### src/hla_pkg.sv
// Package with shared constants, types and the sine table for the Hough line accumulator.
`timescale 1ns / 1ps
package hla_pkg;
  localparam int RHO_BINS = 1024;
  localparam int THETA_BINS = 180;
  localparam int COORD_MAX = 255;
  localparam int STORE_SIZE = RHO_BINS * THETA_BINS;
  localparam int ADDR_W = $clog2(STORE_SIZE);
  localparam int RHO_W = $clog2(RHO_BINS);
  localparam int THETA_W = $clog2(THETA_BINS);
  localparam int CNT_W = 16;

  localparam logic [1:0] OP_VOTE = 2'd0;
  localparam logic [1:0] OP_FETCH = 2'd1;
  localparam logic [1:0] OP_CLEAR = 2'd2;

  localparam logic CFG_THRESHOLD = 1'b0;
  localparam logic CFG_DIAGONAL = 1'b1;

  typedef struct packed {
    logic load;
    logic vote_step;
    logic clr_step;
    logic scan_step;
    logic scan_rst;
    logic emit;
    logic emit_none;
  } hla_cmd_t;

  typedef struct packed {
    logic vote_last;
    logic clr_last;
    logic scan_end;
    logic scan_hit;
    logic pipe_busy;
  } hla_sts_t;

  function automatic logic [14:0] sin_q14(input logic [6:0] d);
    logic [14:0] r;
    unique case (d)
      7'd0: r=15'd0; 7'd1: r=15'd286; 7'd2: r=15'd572; 7'd3: r=15'd857; 7'd4: r=15'd1143;
      7'd5: r=15'd1428; 7'd6: r=15'd1713; 7'd7: r=15'd1997; 7'd8: r=15'd2280;
      7'd9: r=15'd2563; 7'd10: r=15'd2845; 7'd11: r=15'd3126; 7'd12: r=15'd3406;
      7'd13: r=15'd3686; 7'd14: r=15'd3964; 7'd15: r=15'd4240; 7'd16: r=15'd4516;
      7'd17: r=15'd4790; 7'd18: r=15'd5063; 7'd19: r=15'd5334; 7'd20: r=15'd5604;
      7'd21: r=15'd5872; 7'd22: r=15'd6138; 7'd23: r=15'd6402; 7'd24: r=15'd6664;
      7'd25: r=15'd6924; 7'd26: r=15'd7182; 7'd27: r=15'd7438; 7'd28: r=15'd7692;
      7'd29: r=15'd7943; 7'd30: r=15'd8192; 7'd31: r=15'd8438; 7'd32: r=15'd8682;
      7'd33: r=15'd8923; 7'd34: r=15'd9162; 7'd35: r=15'd9397; 7'd36: r=15'd9630;
      7'd37: r=15'd9860; 7'd38: r=15'd10087; 7'd39: r=15'd10311; 7'd40: r=15'd10531;
      7'd41: r=15'd10749; 7'd42: r=15'd10963; 7'd43: r=15'd11174; 7'd44: r=15'd11381;
      7'd45: r=15'd11585; 7'd46: r=15'd11786; 7'd47: r=15'd11982; 7'd48: r=15'd12176;
      7'd49: r=15'd12365; 7'd50: r=15'd12551; 7'd51: r=15'd12733; 7'd52: r=15'd12911;
      7'd53: r=15'd13085; 7'd54: r=15'd13255; 7'd55: r=15'd13421; 7'd56: r=15'd13583;
      7'd57: r=15'd13741; 7'd58: r=15'd13894; 7'd59: r=15'd14044; 7'd60: r=15'd14189;
      7'd61: r=15'd14330; 7'd62: r=15'd14466; 7'd63: r=15'd14598; 7'd64: r=15'd14726;
      7'd65: r=15'd14849; 7'd66: r=15'd14968; 7'd67: r=15'd15082; 7'd68: r=15'd15191;
      7'd69: r=15'd15296; 7'd70: r=15'd15396; 7'd71: r=15'd15491; 7'd72: r=15'd15582;
      7'd73: r=15'd15668; 7'd74: r=15'd15749; 7'd75: r=15'd15826; 7'd76: r=15'd15897;
      7'd77: r=15'd15964; 7'd78: r=15'd16026; 7'd79: r=15'd16083; 7'd80: r=15'd16135;
      7'd81: r=15'd16182; 7'd82: r=15'd16225; 7'd83: r=15'd16262; 7'd84: r=15'd16294;
      7'd85: r=15'd16322; 7'd86: r=15'd16344; 7'd87: r=15'd16362; 7'd88: r=15'd16374;
      7'd89: r=15'd16382; 7'd90: r=15'd16384;
      default: r = 15'd0;
    endcase
    return r;
  endfunction
endpackage

### src/hla_ctrl.sv
// Controller state machine sequencing vote, clear and scan operations.
`timescale 1ns / 1ps
module hla_ctrl (
  input  logic             clk,
  input  logic             rst_n,
  input  logic             start,
  input  logic [1:0]       in_opcode,
  input  logic [7:0]       in_pixel_value,
  input  hla_pkg::hla_sts_t sts,
  output hla_pkg::hla_cmd_t cmd,
  output logic             busy
);
  import hla_pkg::*;

  localparam logic [2:0] ST_IDLE  = 3'd0;
  localparam logic [2:0] ST_VOTE  = 3'd1;
  localparam logic [2:0] ST_DRAIN = 3'd2;
  localparam logic [2:0] ST_CLEAR = 3'd3;
  localparam logic [2:0] ST_SCAN  = 3'd4;
  localparam logic [2:0] ST_WAIT  = 3'd5;

  logic [2:0] state_r, state_nxt;
  logic       clr_pend_r, clr_pend_nxt;
  logic       accept;

  assign accept = start && !busy;
  assign busy = (state_r != ST_IDLE) || clr_pend_r;

  always_comb begin
    state_nxt = state_r;
    clr_pend_nxt = clr_pend_r;
    cmd = '0;
    unique case (state_r)
      ST_IDLE: begin
        if (clr_pend_r) begin
          state_nxt = ST_CLEAR;
          cmd.scan_rst = 1'b1;
        end else if (accept) begin
          cmd.load = 1'b1;
          if (in_opcode == OP_VOTE && in_pixel_value == 8'd255) begin
            state_nxt = ST_VOTE;
          end else if (in_opcode == OP_CLEAR) begin
            state_nxt = ST_CLEAR;
            cmd.scan_rst = 1'b1;
          end else if (in_opcode == OP_FETCH) begin
            state_nxt = ST_SCAN;
          end
        end
      end
      ST_VOTE: begin
        cmd.vote_step = 1'b1;
        if (sts.vote_last) state_nxt = ST_DRAIN;
      end
      ST_DRAIN: begin
        if (!sts.pipe_busy) state_nxt = ST_IDLE;
      end
      ST_CLEAR: begin
        cmd.clr_step = 1'b1;
        if (sts.clr_last) begin
          state_nxt = ST_IDLE;
          clr_pend_nxt = 1'b0;
        end
      end
      ST_SCAN: begin
        if (sts.scan_end) begin
          cmd.emit_none = 1'b1;
          state_nxt = ST_IDLE;
        end else begin
          cmd.scan_step = 1'b1;
          state_nxt = ST_WAIT;
        end
      end
      ST_WAIT: begin
        if (sts.scan_hit) begin
          cmd.emit = 1'b1;
          state_nxt = ST_IDLE;
        end else begin
          state_nxt = ST_SCAN;
        end
      end
      default: state_nxt = ST_IDLE;
    endcase
  end

  always_ff @(posedge clk) begin
    if (!rst_n) begin
      state_r <= ST_IDLE;
      clr_pend_r <= 1'b1;
    end else begin
      state_r <= state_nxt;
      clr_pend_r <= clr_pend_nxt;
    end
  end

  property p_vote_stays;
    @(posedge clk) disable iff (!rst_n)
      (state_r == ST_VOTE && !sts.vote_last) |=> (state_r == ST_VOTE);
  endproperty
  a_vote_stays: assert property (p_vote_stays) else $error("vote sweep left early");

  property p_no_accept_busy;
    @(posedge clk) disable iff (!rst_n) (state_r != ST_IDLE) |-> !cmd.load;
  endproperty
  a_no_accept_busy: assert property (p_no_accept_busy) else $error("load while busy");

  property p_emit_excl;
    @(posedge clk) disable iff (!rst_n) !(cmd.emit && cmd.emit_none);
  endproperty
  a_emit_excl: assert property (p_emit_excl) else $error("double result");
endmodule

### config.mk
export PLATFORM = sky130hd
export DESIGN_NAME = hla_ctrl
export DESIGN_NICKNAME = d
export VERILOG_FILES = /design/src/hla_pkg.sv /design/src/hla_ctrl.sv
export SDC_FILE = /design/constraint.sdc
export NUM_CORES = 1
export LEC_CHECK = 0
export BUFFER_PORTS_ARGS = -buffer_cell sky130_fd_sc_hd__buf_2
export CAP_MARGIN = 20
export CELL_PAD_IN_SITES_DETAIL_PLACEMENT = 0
export CELL_PAD_IN_SITES_GLOBAL_PLACEMENT = 1
export CORE_MARGIN = 1.5
export CORE_UTILIZATION = 26
export DETAILED_ROUTE_END_ITERATION = 8
export HOLD_SLACK_MARGIN = 0.08
export MAX_ROUTING_LAYER = met4
export PLACE_DENSITY_LB_ADDON = 0.1
export SYNTH_ARGS = -nofsm -noshare
export SYNTH_HDL_FRONTEND = slang
export SYNTH_SLANG_ARGS = --single-unit
export TNS_END_PERCENT = 30
### constraint.sdc
create_clock -name clk -period 1.96 [get_ports clk]
set_clock_uncertainty 0.15 [all_clocks]
set_input_delay 0.294 -clock clk [delete_from_list [all_inputs] [get_ports clk]]
set_output_delay 0.294 -clock clk [all_outputs]
set_load 0.005 [all_outputs]
==> impl_metrics.tcl, run 1 <==
set metrics [dict create \
    layout.nets 103 \
    met1_length_um 470 \
    critical_path.max_stage_delay_ns 0.57 \
    postLayoutCellArea_um2 581 \
    layout_worst_path_cycle_share_pct 96.1 \
    setup_viol_count_final 0 \
    synth_area_leader_cell "dfxtp_1" \
    wire_per_inst_um 11.2 \
    synthDominantCellAreaShare_pct 19.5 \
    core_area_um2 1490 \
    seq_area_frac_synth_pct 19.5 \
    layout.cells.most_common_list "buf_2, nand2_1, inv_1, nor2_1, dfxtp_1" \
    wl_met3_um 60 \
    totalPowerFinal_uw 526 \
    synthToLayoutAreaGrowth_pct 41.0 \
    cts_setup_buffers 0 \
    rsz0062_at_grt "false" \
    total_grt_overflow 0 \
    worst_setup_path_end_kind "output port" \
    holdBufCountCts 0 \
    post_synth_instance_area_um2 412 \
    timing.final.crit_period_ns 1.88 \
    dpl.hpwl_um 879 \
    cell_by_cell_trace_of_the_critical_path "or4_4 -> nor2_1 -> buf_2" \
    dieHeight_um 42.8 \
    route.detailed.drc 0 \
    layoutNonFillerInstCount 97 \
    vias_per_cell 4.98 \
    antenna_cells 0 \
    path_depth 3 \
    dr_total_vias 483 \
    static-leakage-power_nw 0.285 \
    timing.reg2reg.worst_path_depth 4 \
    synth.ff_latch_count 4 \
    first_iter_violations 3 \
    numClockSinks 4 \
    timing.final.hold_violations 0 \
    route.top_layer_used "met4" \
    share_of_layout_cells_above_drive_strength_1_pct 43.2 \
    synth_enable_flop_cells 0 \
    fp.dieW_um 42.8 \
    drtAntennaViolNets 0 \
    clk_root_buf "clkbuf_4" \
    timing.fmax_mhz 531 \
    antenna_found_initial 0 \
    cp_top_family "simple AND/OR/NAND/NOR gates" \
    route.final.wire_length_um 1090 \
    hold-path-cell-count 2 \
    drv.max_cap_violation_count 0 \
    p_per_area_nw_per_um2 906 \
    result_of_the_run "completed" \
    synthArstFlopShare_pct 0 \
    fp.dieArea_um2 1830 \
    post_synth_num_cell_types 31 \
    tns_ns 0 \
    clock_insertion_delay_worst_skew_ns 0.23 \
    clock_tree_from_tritoncts "built" \
    globalplace.congestion 0.840 \
    clkTransAtPathRegs_ns 0.03 \
    most_common_cell_after_layout_fill_and_taps_aside "buf_2" \
    timing.critical_path.slowest_stage_cell "or4_4" \
    grt_pass1_wl_um 1790 \
    timing_worst_slew_pin_value_ns 0.391 \
    grt_util_all_layers_pct 13.4 \
    hold_class "primary input to register" \
    met2_length_um 550 \
    cts_htree_levels 1 \
    yosys_most_used_dff "dfxtp_1" \
    clk_path_buf_depth 2 \
    number_of_gates_resized_after_cts 0 \
    worst_ep_required_time_ns 1.52 \
    cp_data_arrival_time_ns 1.44 \
    synthCells 54 \
    first_global_vias 421 \
    report.final.slew_viol_count 0 \
    critical_path.startpoint "state_r[1]" \
    worstPathMaxFanout 12 \
    io_pins 26 \
    cts-buffers-inserted 3 \
    io_buffers 25 \
    relSlewSlack_pct 73.9 \
    synthTopCellsByArea "dfxtp_1, ha_1, nand2_1" \
    grt_max_degree 13 \
    initial_util_pct 27.6 \
    synth.avg_cell_area_um2 7.62 \
    r2r_start "state_r[1]" \
    placed_cells_incl_taps 94 \
    min_from "rst_n" \
    syn_nets 74 \
    postPlaceCellArea_um2 558 \
    num_rows 14 \
    worstSetupStartpointType "register" \
    detail_route.first_pass.iterations 2 \
    worst_voltage_drop_across_the_vdd_grid_v 0.000422 \
    synth-warning-count 0 \
    fillCellCount 173 \
    timing_worst_setup_path_type "register to output port" \
    timing.critical_path.buf_inv 1 \
]
-- power breakdown --
| part | internal (mW) | leakage [nW] | switching [mW] |
|---|---|---|---|
| logic | 0.151 | 0.239 | 0.129 |
| registers | 0.104 | 0.0328 | 0.0409 |
| clock network | 0.0683 | 0.0138 | 0.0320 |
-- synthesized netlist by cell type (all sizes together) (2+ instances only) --
| cell | instances |
|---|---|
| a21oi | 2 |
| nor4b | 2 |
| dfxtp | 4 |
| buf | 2 |
| nor2 | 5 |
| ha | 2 |
| nand2b | 2 |
| nand2 | 6 |
| nor3 | 3 |
| or3 | 2 |
| o31ai | 2 |
| inv | 4 |
| o2bb2ai | 2 |
-- routing by layer --
metal	up-vias	global-route usage [%]
met2	9	19.7
met4	0	5.63
li1	254	-
met3	2	5.11
met5	-	-
met1	218	16.2
-- sequential cells by signal, indices dropped and copies added, names as in the netlist --
| name | count |
|---|---|
| state_r | 3 |
| clr_pend_r | 1 |
-- path summary, 6_finish.rpt --
kind | to | slack (ns)
max | cmd[6] | 0.08
min reg2reg | clr_pend_r | 0.40
max reg2reg | state_r[2] | 0.22
min | clr_pend_r | 0.11
-- area by class of cell --
type	count	area, µm²	area share [%]
multi-input combinational	43	303	52.2
clock buffer	3	22.5	3.88
inverter	4	15.0	2.59
tap	16	20.0	3.45
sequential	4	80.1	13.8
timing repair buffer	27	140	24.1
-- cell families (layout without fill, tap and decap cells) --
logic type / count (synthesis) / in the layout / synth area share [%]
fa+ha+maj: 2 / 2 / 6.08
mux: 2 / 2 / 6.08
flops: 4 / 4 / 19.5
compound gates: 11 / 11 / 21.3
simple gates: 28 / 28 / 40.1
buf+inv: 7 / 34 / 6.99
-- metrics by stage --
step           worst slack (ns)  util, %  hold WS (ns)
2_1_floorplan             0.300        -         0.206
3_3_place_gp              0.111     37.5         0.346
3_5_place_dp              0.108     37.5         0.351
4_1_cts                  0.0464     39.0         0.103
5_1_grt                  0.0137     39.0         0.135
6_report                 0.0758     39.0         0.113
Note: power is estimated with default switching activity, not from simulation.
==> inputs of run 2 (changes only) <==
==> constraint.sdc (replaced) <==
create_clock -name clk -period 2.1 [get_ports clk]
set_clock_uncertainty 0.15 [all_clocks]
set_input_delay 0.315 -clock clk [delete_from_list [all_inputs] [get_ports clk]]
set_output_delay 0.315 -clock clk [all_outputs]
set_load 0.005 [all_outputs]
==> run 2 against run 1 <==
  * Global-route usage is 0.71 points lower
  * Register-to-register slack better by 0.18 ns
  * Combinational power is 13% lower
  * Clock-buffer cell count stayed put
  * Total power is 7.6% lower
  * Wire length is 9.8% lower
  * Critical path type is now primary input to output port
  * Critical endpoint is now cmd[2]
==> impl_metrics.tcl, run 2 (synthesis results as in run 1) <==
set metrics [dict create \
    clk_path_buf_depth 2 \
    result_of_the_run "completed" \
    synthToLayoutAreaGrowth_pct 41.0 \
    total_grt_overflow 0 \
    grt_max_degree 13 \
    antenna_cells 0 \
    worst_setup_path_end_kind "output port" \
    place_ws_ns 0.205 \
    sequential_standard_cell_area_um2 80.1 \
    flip_flop_count_of_the_largest_register_all_copies_and_words_added 3 \
    wire_per_inst_um 10.1 \
    layout_worst_path_cycle_share_pct 90.1 \
    relSlewSlack_pct 74.4 \
    most_common_cell_after_layout_fill_and_taps_aside "buf_2" \
    fp.dieArea_um2 1830 \
    cp_data_arrival_time_ns 1.43 \
    top_registers "state_r: 3 flops, clr_pend_r: 1 flops" \
    cts-buffers-inserted 3 \
    first_iter_violations 4 \
    worstPathMaxFanout 2 \
    p_per_area_nw_per_um2 836 \
    timing.final.crit_period_ns 1.89 \
    layout.nets 103 \
    initial_util_pct 27.6 \
    postLayoutCellArea_um2 581 \
    setup_viol_count_final 0 \
    drv.max_cap_violation_count 0 \
    postPlaceCellArea_um2 558 \
    holdBufCountCts 0 \
    share_of_layout_cells_above_drive_strength_1_pct 43.2 \
    rsz0062_at_grt "false" \
    tns_ns 0 \
    layout.cells.most_common_list "buf_2, nand2_1, inv_1, nor2_1, dfxtp_1" \
    static-leakage-power_nw 0.285 \
    worst_ep_required_time_ns 1.63 \
    vias_per_cell 4.86 \
    worst_voltage_drop_across_the_vdd_grid_v 0.000439 \
    route.detailed.drc 0 \
    fin_util_pct 39.0 \
    antenna_found_initial 0 \
    clock_insertion_delay_worst_skew_ns 0.23 \
    timing_worst_slew_pin_value_ns 0.383 \
    timing.final.hold_violations 0 \
    route.final.wire_length_um 980 \
    timing_worst_setup_path_type "primary input to output port" \
    core_area_um2 1490 \
    numClockSinks 4 \
    report.final.slew_viol_count 0 \
    clock_tree_from_tritoncts "built" \
    drtAntennaViolNets 0 \
    dieHeight_um 42.8 \
    dpl.hpwl_um 811 \
    globalplace.congestion 0.761 \
    number_of_gates_resized_after_cts 0 \
    multi_input_comb_area_um2 303 \
    hold_class "primary input to register" \
    largest-register "state_r" \
    first_global_vias 439 \
    fp.dieW_um 42.8 \
    fin_ws_ns 0.208 \
    grt_pass1_wl_um 1720 \
    timing.fmax_mhz 529 \
    dr_total_vias 471 \
    clk_root_buf "clkbuf_4" \
    cts_htree_levels 1 \
    io_pins 26 \
    detail_route.first_pass.iterations 4 \
    io_buffers 25 \
    cts_setup_buffers 0 \
    worstSetupStartpointType "primary input" \
    num_rows 14 \
    fillCellCount 175 \
    grt_util_all_layers_pct 12.7 \
    clkTransAtPathRegs_ns 0.04 \
]
[run 2: cell counts in the layout (fill, tap and decap cells not counted)]
Identical to the previous run, type by type.
[run 2: layout make-up]
class	count	area share [%]
multi-input cells	43	52.2
flip-flops and latches	4	13.8
repair buffers	27	24.1
well taps	16	3.45
inverters	4	2.59
clock buffers	3	3.88
[run 2: path summary, 6_finish.rpt]
kind / startpoint / to / slack (ns) / cells past startpoint
worst max-delay path: in_opcode[0] / cmd[2] / 0.21 / 8
worst min-delay path: rst_n / clr_pend_r / 0.13 / 2
worst max register to register: state_r[1] / state_r[2] / 0.40 / 4
worst min register to register: clr_pend_r / clr_pend_r / 0.39 / 2
[run 2: metal layers]
metal  wire length, µm  global-route usage, %  share of wire (%)  vias to the layer above
met5                 0                      -                  0                        -
met1               446                   15.2                 46                      208
li1                  -                      -                  -                      251
met2               469                   19.4                 48                       12
met4                 0                   1.88                  0                        0
met3                65                   6.38                6.6                        0
[run 2: per-stage QoR]
| stage | power [mW] | cells | hold WS [ns] |
|---|---|---|---|
| 2_1_floorplan | 0.318 | 54 | 0.227 |
| 3_3_place_gp | 0.403 | 94 | 0.369 |
| 3_5_place_dp | 0.398 | 94 | 0.369 |
| 4_1_cts | 0.495 | 97 | 0.127 |
| 5_1_grt | 0.530 | 97 | 0.128 |
| 6_report | 0.486 | 97 | 0.129 |
[run 2: critical path, stage by stage]
cell and delay (ns):
buf_2 0.09, inv_1 0.07, ha_1 0.14, nand2_1 0.06
or3_1 0.39, a31oi_1 0.18, nor2b_1 0.06, buf_2 0.12
[run 2: power breakdown]
group / leakage, nW / internal [mW] / total, mW / switching (mW)
registers: 0.0328 / 0.0976 / 0.149 / 0.0518
clock network: 0.0138 / 0.0637 / 0.0921 / 0.0284
logic: 0.239 / 0.140 / 0.244 / 0.104
==> inputs of run 3 (changes only) <==
--- a/config.mk
+++ b/config.mk
@@ -15,6 +15,7 @@
 export HOLD_SLACK_MARGIN = 0.08
 export MAX_ROUTING_LAYER = met4
 export PLACE_DENSITY_LB_ADDON = 0.1
+export RECOVER_POWER = 50
 export SYNTH_ARGS = -nofsm -noshare
 export SYNTH_HDL_FRONTEND = slang
 export SYNTH_SLANG_ARGS = --single-unit
==> run 3 against run 2 <==
  * Via count grew 1.1%
  * Final cell count is the same
  * Clock power is essentially flat
  * Design area shrank 2.2%
  * Sequential share of layout area grew 0.30 points
  * Setup slack is essentially flat
  * Critical path type unchanged
  * Largest cell class unchanged
==> impl_metrics.tcl, run 3 (synthesis results as in run 1) <==
set metrics [dict create \
    setup_viol_count_final 0 \
    layout_worst_path_cycle_share_pct 90.1 \
    critical_path.max_stage_delay_ns 0.39 \
    cell_by_cell_trace_of_the_critical_path "buf_2 -> inv_1 -> ha_1 -> nand2_1 -> or3_1 -> a31oi_1 -> nor2b_1 -> buf_2" \
    worst_setup_path_end_kind "output port" \
    worst_hold_slack_ns 0.130 \
    io_buffers 25 \
    timing.final.hold_violations 0 \
    vias_per_cell 4.91 \
    antenna_cells 0 \
    cts-buffers-inserted 3 \
    met2_length_um 472 \
    drv.max_cap_violation_count 0 \
    clk_path_buf_depth 2 \
    cts_htree_levels 1 \
    clk_root_buf "clkbuf_4" \
    met1_length_um 444 \
    timing_worst_setup_path_type "primary input to output port" \
    grt_max_degree 13 \
    io_pins 26 \
    first_iter_violations 4 \
    hold_class "primary input to register" \
    cts_setup_buffers 0 \
    core_area_um2 1490 \
    timing_worst_slew_pin_value_ns 0.394 \
    static-leakage-power_nw 0.273 \
    num_rows 14 \
    clock_insertion_delay_worst_skew_ns 0.23 \
    timing.reg2reg.worst_path_depth 4 \
    total_grt_overflow 0 \
    timing.fmax_mhz 528 \
    dr_total_vias 476 \
    flip_flop_count_of_the_largest_register_all_copies_and_words_added 3 \
    route.final.wire_length_um 982 \
    relSlewSlack_pct 73.7 \
    rsz0062_at_grt "false" \
    layout.nets 103 \
    layout.cells.most_common_list "buf_2, nand2_1, inv_1, nor2_1, dfxtp_1" \
    grt_pass1_wl_um 1720 \
    numClockSinks 4 \
    antenna_found_initial 0 \
    result_of_the_run "completed" \
    grt_util_all_layers_pct 12.7 \
    fp.dieW_um 42.8 \
    reg2reg_setup_slack_ns 0.29 \
    p_per_area_nw_per_um2 817 \
    globalplace.congestion 0.761 \
    clkTransAtPathRegs_ns 0.04 \
    initial_util_pct 27.6 \
    wl_met3_um 66 \
    largest-register "state_r" \
    tns_ns 0 \
    share_of_layout_cells_above_drive_strength_1_pct 38.3 \
    holdBufCountCts 0 \
    worst_voltage_drop_across_the_vdd_grid_v 0.000417 \
    drtAntennaViolNets 0 \
    timing.final.crit_period_ns 1.89 \
    detail_route.first_pass.iterations 4 \
    top_registers "state_r: 3 flops, clr_pend_r: 1 flops" \
    route.top_layer_used "met3" \
    synthToLayoutAreaGrowth_pct 38.0 \
    report.final.slew_viol_count 0 \
    clock_tree_from_tritoncts "built" \
    wire_per_inst_um 10.1 \
    dieHeight_um 42.8 \
    most_common_cell_after_layout_fill_and_taps_aside "buf_2" \
    critical_path.most_common_cell "buf_2" \
    hold-path-cell-count 2 \
    worstSetupStartpointType "primary input" \
    worst_ep_required_time_ns 1.63 \
    timing.critical_path.slowest_stage_cell "or3_1" \
    fp.dieArea_um2 1830 \
    cp_data_arrival_time_ns 1.43 \
    route.detailed.drc 0 \
    first_global_vias 439 \
    number_of_gates_resized_after_cts 0 \
    dpl.hpwl_um 811 \
    worstPathMaxFanout 2 \
]
==> run 3: where the power goes <==
part | internal [mW] | leakage, nW | switching, mW
Clock | 0.0637 | 0.0138 | 0.0283
Combinational | 0.125 | 0.226 | 0.0983
Sequential | 0.0976 | 0.0328 | 0.0512
Total | 0.286 | 0.273 | 0.178
==> run 3: worst max-delay path, delay by kind of cell <==
family	cells	cell delay [ns]
and+or+nand+nor	3	0.51
buffers and inverters	3	0.28
AOI/OAI and AO/OA	1	0.18
adders and majority gates	1	0.14
==> run 3: worst paths after layout <==
check,from,endpoint
worst max-delay path,in_opcode[0],cmd[2]
worst min-delay path,rst_n,clr_pend_r
worst max register to register,state_r[1],state_r[2]
worst min register to register,clr_pend_r,clr_pend_r
==> run 3: layout make-up <==
class	count	area [µm²]
Multi-Input combinational cell	43	297
Fill cell	176	921
Clock buffer	3	22.5
Sequential cell	4	80.1
Inverter	4	15.0
Tap cell	16	20.0
Timing Repair Buffer	27	134
==> run 3: metrics by stage <==
| step | worst slack [ns] | power, mW | cells | area [µm²] | util [%] |
|---|---|---|---|---|---|
| floorplan | 0.398 | 0.318 | 54 | 412 | - |
| global placement | 0.220 | 0.403 | 94 | 558 | 37.5 |
| finish | 0.208 | 0.464 | 97 | 568 | 38.2 |
| global route | 0.128 | 0.509 | 97 | 568 | 38.2 |
| CTS | 0.198 | 0.495 | 97 | 581 | 39.0 |
| detailed placement | 0.205 | 0.398 | 94 | 558 | 37.5 |
==> run 3: layer usage <==
layer  up-vias  global-route usage (%)
met5         -                       -
met4         0                    1.88
met3         0                    6.38
met2        12                    19.4
met1       212                    15.2
li1        252                       -
